[src/design/fpfa_pkg.sv]
// Shared types and constants for the fixed-partition fit allocator.
// Used by the controller, the datapath and the top level; no dependencies.
package fpfa_pkg;

    localparam int PARTITIONS = 8;
    localparam int SIZE_BITS  = 16;
    localparam int NREGS      = 8;
    localparam int IDX_W      = (PARTITIONS > 1) ? $clog2(PARTITIONS) : 1;
    localparam int CFG_IDX_W  = 3;
    localparam int CFG_DATA_W = 16;

    localparam logic       OP_ALLOC = 1'b0;
    localparam logic       OP_FREE  = 1'b1;

    localparam logic [1:0] POL_BEST      = 2'd0;
    localparam logic [1:0] POL_FIRST     = 2'd1;
    localparam logic [1:0] POL_WORST     = 2'd2;
    localparam logic [1:0] POL_UNDEFINED = 2'd3;

    localparam logic [1:0] ST_ALLOCATED = 2'd0;
    localparam logic [1:0] ST_NO_FIT    = 2'd1;
    localparam logic [1:0] ST_FREED     = 2'd2;

    typedef struct packed {
        logic        opcode;
        logic [1:0]  fit_policy;
        logic [15:0] request_size;
        logic [2:0]  free_index;
        logic        batch_end;
    } in_item_t;

    typedef struct packed {
        logic [1:0]  status;
        logic [2:0]  granted_index;
        logic [15:0] leftover;
        logic        batch_last;
    } out_item_t;

    typedef enum logic [1:0] {
        FSM_IDLE,
        FSM_SCAN,
        FSM_FIN
    } fsm_state_t;

    // Controller to datapath.
    typedef struct packed {
        logic             load;
        logic             step;
        logic [IDX_W-1:0] scan_idx;
        logic             finish;
    } dp_cmd_t;

    // Datapath to controller.
    typedef struct packed {
        logic out_full;
    } dp_stat_t;

endpackage

[src/design/fixed_partition_fit_allocator.sv]
// Fixed-partition allocator with best, first and worst fit over eight partitions.
// An allocate beat scans the partitions in SCAN, one partition per cycle, then FIN loads
// its result into the output register; a free beat goes straight to FIN. A new beat is taken
// only in IDLE, after FIN; the next beat is taken while a result waits in the output register.
// Reset: asynchronous, active low; all partitions free, partition sizes zero.
// Depends on fpfa_pkg, fpfa_ctrl and fpfa_dp.
module fixed_partition_fit_allocator
    import fpfa_pkg::*;
(
    input  logic                  clk,
    input  logic                  rst_n,
    input  logic                  in_valid,
    output logic                  in_stall,
    input  in_item_t              in_data,
    output logic                  out_valid,
    input  logic                  out_stall,
    output out_item_t             out_data,
    input  logic                  cfg_we,
    input  logic [CFG_IDX_W-1:0]  cfg_index,
    input  logic [CFG_DATA_W-1:0] cfg_wdata
);

    dp_cmd_t  cmd;
    dp_stat_t stat;

    fpfa_ctrl u_ctrl (
        .clk       (clk),
        .rst_n     (rst_n),
        .in_valid  (in_valid),
        .in_op     (in_data.opcode),
        .out_stall (out_stall),
        .stat      (stat),
        .in_stall  (in_stall),
        .cmd       (cmd)
    );

    fpfa_dp u_dp (
        .clk       (clk),
        .rst_n     (rst_n),
        .cfg_we    (cfg_we),
        .cfg_index (cfg_index),
        .cfg_wdata (cfg_wdata),
        .in_data   (in_data),
        .out_stall (out_stall),
        .cmd       (cmd),
        .stat      (stat),
        .out_valid (out_valid),
        .out_data  (out_data)
    );

endmodule

[src/design/fpfa_ctrl.sv]
// Controller state machine of the fit allocator: accept, scan sequencing, result hand-off.
// Depends on fpfa_pkg.
module fpfa_ctrl
    import fpfa_pkg::*;
(
    input  logic     clk,
    input  logic     rst_n,
    input  logic     in_valid,
    input  logic     in_op,
    input  logic     out_stall,
    input  dp_stat_t stat,
    output logic     in_stall,
    output dp_cmd_t  cmd
);

    fsm_state_t       state_reg, state_next;
    logic [IDX_W-1:0] cnt_reg, cnt_next;
    logic             out_free;

    assign out_free = !stat.out_full || !out_stall;

    always_ff @(posedge clk or negedge rst_n)
    begin
        if (!rst_n)
        begin
            state_reg <= FSM_IDLE;
            cnt_reg   <= '0;
        end
        else
        begin
            state_reg <= state_next;
            cnt_reg   <= cnt_next;
        end
    end

    always_comb
    begin
        state_next = state_reg;
        cnt_next   = cnt_reg;
        case (state_reg)
            FSM_IDLE:
            begin
                cnt_next = '0;
                if (in_valid)
                begin
                    state_next = (in_op == OP_FREE) ? FSM_FIN : FSM_SCAN;
                end
            end
            FSM_SCAN:
            begin
                if (cnt_reg == IDX_W'(PARTITIONS - 1))
                begin
                    state_next = FSM_FIN;
                end
                else
                begin
                    cnt_next = cnt_reg + 1'b1;
                end
            end
            FSM_FIN:
            begin
                if (out_free)
                begin
                    state_next = FSM_IDLE;
                end
            end
            default:
            begin
                state_next = FSM_IDLE;
            end
        endcase
    end

    always_comb
    begin
        in_stall     = 1'b1;
        cmd.load     = 1'b0;
        cmd.step     = 1'b0;
        cmd.scan_idx = cnt_reg;
        cmd.finish   = 1'b0;
        case (state_reg)
            FSM_IDLE:
            begin
                in_stall = 1'b0;
                cmd.load = in_valid;
            end
            FSM_SCAN:
            begin
                cmd.step = 1'b1;
            end
            FSM_FIN:
            begin
                cmd.finish = out_free;
            end
            default:
            begin
                in_stall = 1'b1;
            end
        endcase
    end

endmodule

[src/design/fpfa_dp.sv]
// Datapath of the fit allocator: size registers, free flags, scan compare and output register.
// Depends on fpfa_pkg.
module fpfa_dp
    import fpfa_pkg::*;
(
    input  logic                  clk,
    input  logic                  rst_n,
    input  logic                  cfg_we,
    input  logic [CFG_IDX_W-1:0]  cfg_index,
    input  logic [CFG_DATA_W-1:0] cfg_wdata,
    input  in_item_t              in_data,
    input  logic                  out_stall,
    input  dp_cmd_t               cmd,
    output dp_stat_t              stat,
    output logic                  out_valid,
    output out_item_t             out_data
);

    logic [15:0]           size_reg [NREGS];
    logic [PARTITIONS-1:0] free_reg, free_next;
    in_item_t              item_reg;
    logic                  found_reg;
    logic [IDX_W-1:0]      best_idx_reg;
    logic [SIZE_BITS-1:0]  best_cap_reg;
    logic                  out_valid_reg;
    out_item_t             out_reg, out_next;

    logic [SIZE_BITS-1:0]  req;
    logic [SIZE_BITS-1:0]  cap;
    logic                  fits;
    logic                  take;

    assign req  = SIZE_BITS'(item_reg.request_size);
    assign cap  = SIZE_BITS'(size_reg[CFG_IDX_W'(cmd.scan_idx)]);
    assign fits = free_reg[cmd.scan_idx] && (cap >= req);

    // First candidate always wins; later ones only improve best or worst fit.
    always_comb
    begin
        take = 1'b0;
        if (fits)
        begin
            if (!found_reg)
            begin
                take = 1'b1;
            end
            else if (item_reg.fit_policy == POL_BEST)
            begin
                take = cap < best_cap_reg;
            end
            else if (item_reg.fit_policy == POL_WORST)
            begin
                take = cap > best_cap_reg;
            end
        end
    end

    always_ff @(posedge clk or negedge rst_n)
    begin
        if (!rst_n)
        begin
            for (int i = 0; i < NREGS; i++)
            begin
                size_reg[i] <= '0;
            end
        end
        else if (cfg_we)
        begin
            size_reg[cfg_index] <= cfg_wdata;
        end
    end

    always_comb
    begin
        out_next  = '0;
        free_next = free_reg;
        out_next.batch_last = item_reg.batch_end;
        if (item_reg.opcode == OP_FREE)
        begin
            out_next.status        = ST_FREED;
            out_next.granted_index = item_reg.free_index;
            if (32'(item_reg.free_index) < PARTITIONS)
            begin
                free_next[IDX_W'(item_reg.free_index)] = 1'b1;
            end
        end
        else if (found_reg && (item_reg.fit_policy != POL_UNDEFINED))
        begin
            out_next.status        = ST_ALLOCATED;
            out_next.granted_index = 3'(best_idx_reg);
            out_next.leftover      = 16'(best_cap_reg - req);
            free_next[best_idx_reg] = 1'b0;
        end
        else
        begin
            out_next.status = ST_NO_FIT;
        end
    end

    always_ff @(posedge clk or negedge rst_n)
    begin
        if (!rst_n)
        begin
            free_reg      <= '1;
            found_reg     <= 1'b0;
            out_valid_reg <= 1'b0;
        end
        else
        begin
            if (cmd.load)
            begin
                found_reg <= 1'b0;
            end
            else if (cmd.step && take)
            begin
                found_reg <= 1'b1;
            end
            if (cmd.finish)
            begin
                free_reg      <= free_next;
                out_valid_reg <= 1'b1;
            end
            else if (!out_stall)
            begin
                out_valid_reg <= 1'b0;
            end
        end
    end

    always_ff @(posedge clk)
    begin
        if (cmd.load)
        begin
            item_reg <= in_data;
        end
        if (cmd.step && take)
        begin
            best_idx_reg <= cmd.scan_idx;
            best_cap_reg <= cap;
        end
        if (cmd.finish)
        begin
            out_reg <= out_next;
        end
    end

    assign stat.out_full = out_valid_reg;
    assign out_valid     = out_valid_reg;
    assign out_data      = out_reg;

endmodule

[config.mk]
export PLATFORM = sky130hd
export DESIGN_NAME = fixed_partition_fit_allocator
export DESIGN_NICKNAME = d
export VERILOG_FILES = /design/src/design/fpfa_pkg.sv /design/src/design/fixed_partition_fit_allocator.sv /design/src/design/fpfa_ctrl.sv /design/src/design/fpfa_dp.sv
export SDC_FILE = /design/constraint.sdc
export NUM_CORES = 1
export LEC_CHECK = 0
export BUFFER_PORTS_ARGS = -buffer_cell sky130_fd_sc_hd__buf_2
export CAP_MARGIN = 40
export CORE_AREA = 2 2 140 142
export DETAILED_ROUTE_END_ITERATION = 10
export DIE_AREA = 0 0 142 144
export PLACE_DENSITY = 0.83
export RECOVER_POWER = 25
export SETUP_SLACK_MARGIN = 0.4
export SYNTH_ARGS = -nofsm -noshare
export SYNTH_HDL_FRONTEND = slang
export SYNTH_SLANG_ARGS = --single-unit
[constraint.sdc]
create_clock -name clk -period 3.65 [get_ports clk]
set_input_delay 0.1825 -clock clk [delete_from_list [all_inputs] [get_ports clk]]
set_output_delay 0.1825 -clock clk [all_outputs]
set_load 0.01 [all_outputs]
Yosys cells after proc, flatten, opt, wreduce, memory -nomap -nowiden
Cells that the tools add are included.
{"block": "classes", "n_mux": 36, "n_eq_ne": 10, "order_cmp": 11, "reduce_logical": 18, "add_sub_neg": 2, "n_bitwise": 6}
{"cell": "$bwmux W128", "count": 1}
{"cell": "$bmux W16 S3", "count": 1}
{"cell": "$demux W16 S3", "count": 1}
{"cell": "$mux W16", "count": 3}
{"cell": "$mux W19", "count": 1}
{"cell": "$ge A16 B16 Y1", "count": 1}
{"cell": "$gt A16 B16 Y1", "count": 1}
{"cell": "$lt A16 B16 Y1", "count": 1}
{"cell": "$mux W1", "count": 16}
{"cell": "$mux W8", "count": 2}
{"cell": "$sub A16 B16 Y16", "count": 1}
{"cell": "$lt A3 B4 Y1 const B", "count": 3}
{"cell": "$and A8 B8 Y8", "count": 1}
{"cell": "$ge A4 B4 Y1 const B", "count": 2}
{"cell": "$mux W2", "count": 4}
{"cell": "$not A3 Y4", "count": 2}
{"cell": "$not A8 Y8", "count": 1}
{"cell": "$or A8 B8 Y8", "count": 1}
{"cell": "$demux W1 S3", "count": 2}
{"cell": "$ge A3 B1 Y1 const B", "count": 2}
{"cell": "$logic_and A1 B1 Y1", "count": 6}
{"cell": "$mux W3", "count": 2}
{"cell": "$ne A2 B1 Y1 const B", "count": 3}
{"cell": "$ne A2 B2 Y1 const B", "count": 3}
{"cell": "other kinds (16)", "count": 22}
{"block": "word_totals", "ff_bits": 207, "input_bits": 47}

Longest topological paths before layout
Gate-level depths: netlist of run 1.
{"block": "depth", "depth_word": 12, "depth_mapped": 11, "ltp_nobuf": 9}

Cells and area by module
Synthesis of run 1 repeated with hierarchy kept, for this count alone.
{"block": "unflattened", "cells_unflattened": 709, "area_unflattened_um2": 10108.4}
{"module": "fpfa_dp", "n_inst": 1, "area_each_um2": 9796.9, "seq_area_each_um2": 5385.2, "cells_each": 677}
{"module": "fpfa_ctrl", "n_inst": 1, "area_each_um2": 311.5, "seq_area_each_um2": 125.1, "cells_each": 32}

Worst setup path before layout of run 1
Ideal clock, no wire load.
{"block": "synth_timing", "path_kind": "register to register", "from": "register u_ctrl.cnt_reg[0]", "to": "register u_dp.best_cap_reg[0] (enable)", "t_required_ns": 3.268, "slack_ns": -0.230, "path_stages_with_launch": 12, "setup_ns": 0.382, "arrival_ns": 3.497, "n_path_buf": 2, "path_cell_list": "dfrtp_1 > buf_6 > buf_2 > mux4_2 > mux2_2 > ha_1 > a21o_1 > nand3_1 > a211oi_1 > or4_1 > o21a_1 > a21oi_2"}
{"block": "synth_via", "elab_chain_cells": 10}
{"item": "from (decl)", "line_no": "fpfa_ctrl.sv:17", "rtl": "logic [IDX_W-1:0] cnt_reg, cnt_next;"}
{"item": "from (signal assigned)", "line_no": "fpfa_ctrl.sv:32", "rtl": "cnt_reg <= cnt_next;"}
{"item": "$not A3 Y4 (implied by the code) (*)", "line_no": "fpfa_dp.sv:34", "rtl": "assign cap = SIZE_BITS'(size_reg[CFG_IDX_W'(cmd.scan_idx)]);"}
{"item": "$bmux W16 S3 (*)", "line_no": "fpfa_dp.sv:34"}
{"item": "$mux W16 (implied by the code) (*) (2 in series)", "line_no": "fpfa_dp.sv:34"}
{"item": "net u_dp.cap[5]", "line_no": "fpfa_dp.sv:29", "rtl": "logic [SIZE_BITS-1:0] cap;"}
{"item": "$gt A16 B16 Y1", "line_no": "fpfa_dp.sv:53", "rtl": "take = cap > best_cap_reg;"}
{"item": "$mux W1", "line_no": "fpfa_dp.sv:51", "rtl": "else if (item_reg.fit_policy == POL_WORST)"}
{"item": "$mux W1", "line_no": "fpfa_dp.sv:47", "rtl": "else if (item_reg.fit_policy == POL_BEST)"}
{"item": "$mux W1", "line_no": "fpfa_dp.sv:43", "rtl": "if (!found_reg)"}
{"item": "$mux W1 (*)", "line_no": "fpfa_dp.sv:41", "rtl": "if (fits)"}
{"item": "$logic_and A1 B1 Y1 (*)", "line_no": "fpfa_dp.sv:136", "rtl": "if (cmd.step && take)"}
{"item": "to (signal assigned)", "line_no": "fpfa_dp.sv:139", "rtl": "best_cap_reg <= cap;"}
{"item": "to (decl)", "line_no": "fpfa_dp.sv:24", "rtl": "logic [SIZE_BITS-1:0] best_cap_reg;"}
Mark *: on every way through the listed nets, which the timed path passes. The rest lies on a longest branch. The select of a mux whose other input is x is not followed.
A chain may end at the register's enable or synchronous reset.

Final worst setup path of run 1
{"block": "layout_timing", "from": "register u_ctrl.cnt_reg[0]", "to": "register u_dp.best_idx_reg[1] (enable)"}
{"block": "layout_via", "elab_chain_cells": 10}
{"item": "$not A3 Y4 (implied by the code) (*)", "line_no": "fpfa_dp.sv:34"}
{"item": "$bmux W16 S3 (*)", "line_no": "fpfa_dp.sv:34"}
{"item": "$mux W16 (implied by the code) (*) (2 in series)", "line_no": "fpfa_dp.sv:34"}
{"item": "net u_dp.cap[14]", "line_no": "fpfa_dp.sv:29"}
{"item": "$gt A16 B16 Y1", "line_no": "fpfa_dp.sv:53"}
{"item": "$mux W1", "line_no": "fpfa_dp.sv:51"}
{"item": "$mux W1", "line_no": "fpfa_dp.sv:47"}
{"item": "$mux W1", "line_no": "fpfa_dp.sv:43"}
{"item": "$mux W1 (*)", "line_no": "fpfa_dp.sv:41"}
{"item": "$logic_and A1 B1 Y1 (*)", "line_no": "fpfa_dp.sv:136"}
{"item": "to (signal assigned)", "line_no": "fpfa_dp.sv:138", "rtl": "best_idx_reg <= cmd.scan_idx;"}
{"item": "to (decl)", "line_no": "fpfa_dp.sv:23", "rtl": "logic [IDX_W-1:0] best_idx_reg;"}
Marks and branches as above.

==> summary.txt, run 1 <==
Clock tree
  – CTS tree: yes
  – Cts bufs inserted: 22
  – Gates resized, CTS repair: 0
  – CTS clk-pin slew, worst paths: 0.06 ns
  – Clock latency on the worst-skew pair: 0.52 ns
  – Deepest clock path buffer count: 3
  – H-Tree Depth: 1
  – CTS Sinks: 207
  – CTS root buffer: clkbuf_16

Layout
  – Design area: 12150 um^2
  – Share of layout cells above drive strength 1: 38.36%
  – Area growth, synth to finish: 18.87%
  – Non-Filler Instances: 1094
  – Fin util: 63.66%
  – Layout Nets: 936
  – FILL cells: 1370
  – Max reg flops: 128

Synth
  – Async S/R FF share, synth: 69.08%
  – Netlist cell types: 67
  – Yosys reg bits: 207
  – Mean Syn Cell Area: 14.19 um^2
  – Share of the synthesized area in the top cell type: 33.06%
  – Largest cells by area after synthesis: dfrtp_1 (33%), edfxtp_1 (19%), mux2_2 (16%), mux4_2 (7.5%), ha_1 (6.0%)
  – Syn_nets: 817
  – Syn Inst Count: 720
  – Post-synth EDFFs: 64
  – Synthesized area: 10220 um^2
  – Register area share after synthesis: 53.93%
  – Synth top cells by count: mux2_2 (143), dfrtp_1 (135), edfxtp_1 (64), ha_1 (49), inv_1 (40)
  – Top-count cell post-synth: mux2_2
  – Syn. warnings: 0
  – Top cell type by total area after synthesis: dfrtp_1
  – Ys flop type: dfrtp_1

Setup path
  – CP startpoint: u_ctrl.cnt_reg[0]
  – Worst setup EP type: flop
  – RR Startpoint: u_ctrl.cnt_reg[0]
  – Reg2reg path depth: 10
  – WP data arrival: 3.71 ns
  – Critical Path End: u_dp.best_idx_reg[1]
  – WS Path Type: flop to flop
  – Req. time, crit path: 3.86 ns
  – Register-to-register setup slack: 0.15 ns
  – Setup crit start kind: flop
  – CP Max Fanout: 19
  – Worst R2R End: u_dp.best_idx_reg[1]

GRT
  – GRT Residual Overflow: 0
  – Number of antenna violations at the first check in global routing: 1
  – Gr usage total: 21.79%
  – Largest net degree at the start of global routing: 84
  – Vias in the first global route: 6701
  – First-pass GRT wire length: 34670 um

Power and ir drop
  – Lkg Pwr: 5.048 nW
  – Maximum VDD drop: 426.1 uV
  – Seq pwr share: 39.3%
  – Combinational share of power: 34.9%
  – PD cells: 684.5 nW/um^2
  – Switching pwr: 2.552 mW
  – Clock share of power: 25.8%
  – Sw frac: 30.69%
  – Pint: 5.762 mW

Detailed routing
  – WL per Instance: 19.72 um
  – Final wirelength: 21580 um
  – DR DRC count: 0
  – Pre-Repair DR Iteration Count: 5
  – Initial drt markers: 353
  – Final ANT Viol Nets: 0
  – Routed vias: 6384
  – Vias per inst: 5.835

STA
  – RSZ-0062 raised after global routing: true
  – Crit share post-route: 95.88%
  – Slew @ Worst Pin: 1.774 ns
  – F_max: 285.8 MHz
  – Slew Viols, Final: 30
  – WHS: 0.008991 ns
  – Setup tns final: 0 ns
  – Slew margin rel.: -18.24%
  – Layout Skew: 0.01911 ns
  – Final hold vios: 0
  – Final setup violation count: 0
  – Min cycle time layout: 3.499 ns

Placed design
  – Port bufs: 70
  – Gp weighted congestion: 0.8702
  – Post-placement cell area: 11100 um^2
  – HPWL Detailed: 14280 um
  – Placed insts: 1020

Hold path
  – Worst hold path class: primary input to flop

Floorplan
  – Die area: 20450 um^2
  – Die Y: 144 um
  – Die X: 142 um
  – Initial core utilization: 53.55%
  – Row cnt: 51
  – # IOs: 71
  – Placeable Area: 19080 um^2

Job
  – Max_cap viols: 1

Run status
  – Failing checks: capacitance limit, slew limit
  – Status: finished, violations left
cells by family after synthesis:
family / count (synthesis) / synth area share [%]
compound gates: 96 / 6.552
xor+xnor: 4 / 0.3429
simple gates: 114 / 6.368
flops: 207 / 53.93
buf+inv: 68 / 2.951
fa+ha+maj: 50 / 6.196
mux: 181 / 23.66
layout make-up:
cell class | instances | area, um^2 | share of cell area [%]
sequential | 207 | 5512 | 45.38
antenna | 1 | 2.502 | 0.02060
clock buffer | 36 | 674.4 | 5.553
clock inverter | 4 | 33.78 | 0.2781
tap | 238 | 297.8 | 2.452
multi-input combinational | 445 | 4538 | 37.36
inverter | 40 | 150.1 | 1.236
timing repair buffer | 123 | 937.1 | 7.716
layer usage:
layer	share of wire [%]	track usage (%)	vias to the layer above
met4	2.8	7.105	0
met2	48	36.77	164
met3	4.7	3.444	40
met5	0	0	-
met1	44	29.21	3203
li1	-	-	2977
critical path, stage by stage (launching register included):
cell       delay [ns]
dfrtp_2          0.42
bufbuf_16        0.32
mux4_2           0.50
mux2_4           0.32
ha_4             0.25
nand4_1          0.18
a211oi_1         0.07
or4_1            0.55
o21a_1           0.23
a21oi_4          0.15
buf_12           0.18
per-stage QoR:
step | power [mW] | setup WS, ns
global route | 8.782 | 0.02609
detailed placement | 6.071 | 0.1084
floorplan | 5.352 | 0.1959
finish | 8.314 | 0.1505
CTS | 8.355 | 0.1563
global placement | 5.933 | 0.1821
how the worst min path moves through the flow:
stage,depth (start not counted),end,start
floorplan,0,u_ctrl.cnt_reg[0],rst_n
global placement,1,u_dp.req[10],in_data[14]
detailed placement,1,u_dp.size_reg[24],rst_n
CTS,2,u_dp.size_reg[34],cfg_wdata[2]
global route,2,u_dp.size_reg[1],cfg_wdata[1]
finish,2,u_dp.size_reg[33],cfg_wdata[1]
cell usage in the layout (no fill, tap or decap), types with 4 or more instances in the layout:
| master | n |
|---|---|
| nand2b_1 | 9 |
| buf_12 | 6 |
| nand2_1 | 22 |
| nor2_1 | 21 |
| mux2_2 | 137 |
| inv_1 | 40 |
| o21ai_0 | 14 |
| a211oi_1 | 5 |
| ha_4 | 8 |
| nand4b_1 | 4 |
| mux2_4 | 6 |
| o211ai_1 | 5 |
| o31a_1 | 4 |
| edfxtp_1 | 64 |
| mux4_2 | 34 |
| a22o_1 | 5 |
| nand4_1 | 9 |
| a21oi_1 | 23 |
| nor2b_1 | 6 |
| buf_2 | 65 |
| clkbuf_8 | 5 |
| a21o_1 | 6 |
| dfstp_2 | 8 |
| clkbuf_16 | 23 |
| dlygate4sd3_1 | 30 |
| buf_4 | 10 |
| ha_1 | 41 |
| clkbuf_1 | 16 |
| nand3_1 | 13 |
| nor3_1 | 10 |
| a31oi_1 | 4 |
| dfrtp_1 | 134 |
power groups by stage:
stage	clock [mW]	sequential (mW)	combinational, mW
after CTS	2.19	3.26	2.91
after floorplan	0	3.18	2.17
after detailed placement	0	3.30	2.77
after global placement	0	3.28	2.65
after global routing	2.29	3.31	3.18
final	2.15	3.27	2.90
repair_timing:
action / CTS / global route
setup endpoints to repair: 19 / 19
endpoints found under the hold margin: 172 / 0
hold buffers: 30 / 0
gates cloned: 1 / 0
setup buffers: 2 / 0
(Power assumes the default switching activity.)
==> inputs of run 2 (changes only) <==
--- a/config.mk
+++ b/config.mk
@@ -7,10 +7,10 @@
 export LEC_CHECK = 0
 export BUFFER_PORTS_ARGS = -buffer_cell sky130_fd_sc_hd__buf_2
 export CAP_MARGIN = 40
-export CORE_AREA = 2 2 140 142
+export CORE_AREA = 2 2 174 176
 export DETAILED_ROUTE_END_ITERATION = 10
-export DIE_AREA = 0 0 142 144
-export PLACE_DENSITY = 0.83
+export DIE_AREA = 0 0 176 178
+export PLACE_DENSITY = 0.61
 export RECOVER_POWER = 25
 export SETUP_SLACK_MARGIN = 0.4
 export SYNTH_ARGS = -nofsm -noshare
==> summary.txt, run 2 (synthesis gave the netlist of run 1 again) <==
STA
  – F_max: 289.8 MHz
  – WHS: 0.01661 ns
  – Final setup violation count: 0
  – Crit share post-route: 94.53%
  – Setup tns final: 0 ns
  – Layout Skew: 0.01499 ns
  – Slew Viols, Final: 0
  – Slew margin rel.: 12.52%
  – RSZ-0062 raised after global routing: true
  – Slew @ Worst Pin: 1.312 ns
  – Final hold vios: 0
  – Min cycle time layout: 3.450 ns

Layout
  – Commonest non-fill, non-tap cell in the layout: mux2_2
  – Share of layout cells above drive strength 1: 37.73%
  – Area growth, synth to finish: 21.14%
  – # diodes: 0
  – Layout Nets: 946
  – FILL cells: 2722
  – Most frequent cells in the layout: mux2_2 (137), dfrtp_1 (134), buf_2 (66), edfxtp_1 (64), ha_1 (41)
  – Max reg flops: 128
  – Non-Filler Instances: 1254
  – Fin util: 42.10%

Run status
  – Status: finished clean

Detailed routing
  – DR WL met2: 10210 um
  – Initial drt markers: 432
  – WL per Instance: 17.58 um
  – DR DRC count: 0
  – Met3 wire length: 854 um
  – Routed vias: 6279
  – Highest Signal Layer: met5
  – Final ANT Viol Nets: 0
  – Vias per inst: 5.007
  – Pre-Repair DR Iteration Count: 5
  – Final wirelength: 22050 um
  – Metal-1 WL: 10580 um

Power and ir drop
  – Lkg Pwr: 5.069 nW
  – Switching pwr: 2.564 mW
  – Pint: 5.722 mW
  – PD cells: 669.5 nW/um^2
  – Maximum VDD drop: 426.8 uV
  – Seq pwr share: 39.1%
  – Clock share of power: 26.8%
  – Sw frac: 30.95%
  – Combinational share of power: 34.1%

Clock tree
  – CTS clk-pin slew, worst paths: 0.06 ns
  – CTS Sinks: 207
  – Deepest clock path buffer count: 3
  – Post-CTS setup buffers: 0
  – Clock latency on the worst-skew pair: 0.53 ns
  – H-Tree Depth: 1
  – Gates resized, CTS repair: 0
  – CTS root buffer: clkbuf_16
  – Cts bufs inserted: 24
  – CTS tree: yes

GRT
  – Number of antenna violations at the first check in global routing: 1
  – GRT Residual Overflow: 0
  – First-pass GRT wire length: 35440 um
  – Vias in the first global route: 6434
  – Gr usage total: 14.39%
  – Largest net degree at the start of global routing: 85

Placed design
  – HPWL Detailed: 14790 um
  – Placed insts: 1173
  – Port bufs: 70
  – Gp weighted congestion: 0.8051

Job
  – Max_cap viols: 0

Floorplan
  – Die area: 31330 um^2
  – # IOs: 71
  – Initial core utilization: 34.75%
  – Row cnt: 63
  – Die X: 176 um
  – Placeable Area: 29400 um^2
  – Die Y: 178 um

Setup path
  – CP Max Fanout: 19
  – Crit-path leading delay family: multiplexers
  – Setup crit start kind: flop
  – Worst setup EP type: flop
  – Req. time, crit path: 3.88 ns
  – Buf/Inv on CP: 2
  – Critical path cell sequence: buf_4, mux4_2, mux2_2, ha_1, a21oi_1, a2111oi_0, or4_1, o21a_1, a21oi_4, buf_12
  – WP data arrival: 3.68 ns
  – Max incr delay on CP: 0.52 ns
  – CP max-delay cell: mux4_2
  – WS Path Type: flop to flop

Hold path
  – Worst hold path class: primary input to flop
run 2: power by group through the flow:
| stage | Combinational [mW] | Sequential (mW) | Clock [mW] |
|---|---|---|---|
| floorplan | 2.17 | 3.18 | 0 |
| global placement | 2.76 | 3.27 | 0 |
| detailed placement | 2.80 | 3.28 | 0 |
| CTS | 2.86 | 3.24 | 2.28 |
| global route | 3.16 | 3.30 | 2.37 |
| finish | 2.82 | 3.24 | 2.22 |
run 2: through the flow:
| step | worst slack (ns) | total power [mW] | instance area (um^2) |
|---|---|---|---|
| after global routing | 0.05352 | 8.823 | 12380 |
| final | 0.1996 | 8.286 | 12380 |
| after floorplan | 0.1959 | 5.352 | 10390 |
| after CTS | 0.1986 | 8.378 | 12400 |
| after detailed placement | 0.2145 | 6.079 | 11270 |
| after global placement | 0.2474 | 6.029 | 11240 |
run 2: path summary, 6_finish.rpt:
| path | end | slack (ns) | startpoint | cells after the start |
|---|---|---|---|---|
| hold / removal | u_dp.size_reg[74] | 0.02 | cfg_wdata[10] | 2 |
| min in group asynchronous | u_dp.size_reg[77] | 0.38 | rst_n | 2 |
| setup reg to reg | u_dp.best_idx_reg[1] | 0.20 | u_ctrl.cnt_reg[0] | 10 |
| max in group asynchronous | u_dp.size_reg[60] | 1.62 | rst_n | 3 |
| hold reg to reg | u_dp.out_data[0] | 0.43 | u_dp.item_reg[0] | 0 |
| setup / recovery | u_dp.best_idx_reg[1] | 0.20 | u_ctrl.cnt_reg[0] | 10 |
run 2: area by class of cell:
| type | instances | area, um^2 | area share, % |
|---|---|---|---|
| Sequential cell | 207 | 5512 | 44.53 |
| Multi-Input combinational cell | 445 | 4538 | 36.67 |
| Timing Repair Buffer | 131 | 962.2 | 7.774 |
| Clock buffer | 33 | 634.4 | 5.125 |
| Tap cell | 390 | 488.0 | 3.943 |
| Inverter | 40 | 150.1 | 1.213 |
| Clock inverter | 8 | 92.59 | 0.7481 |
run 2: what timing repair did:
action | in CTS | in global routing
endpoints found under the hold margin | 257 | 0
endpoints found under the setup margin | 19 | 19
hold buffers | 40 | 0
cloned | 0 | 0
run 2: metal layers:
layer / vias to the layer above / global-route usage (%)
met4: 2 / 2.893
met3: 30 / 2.494
met1: 3150 / 20.01
li1: 2971 / -
met5: - / 0
met2: 126 / 23.84
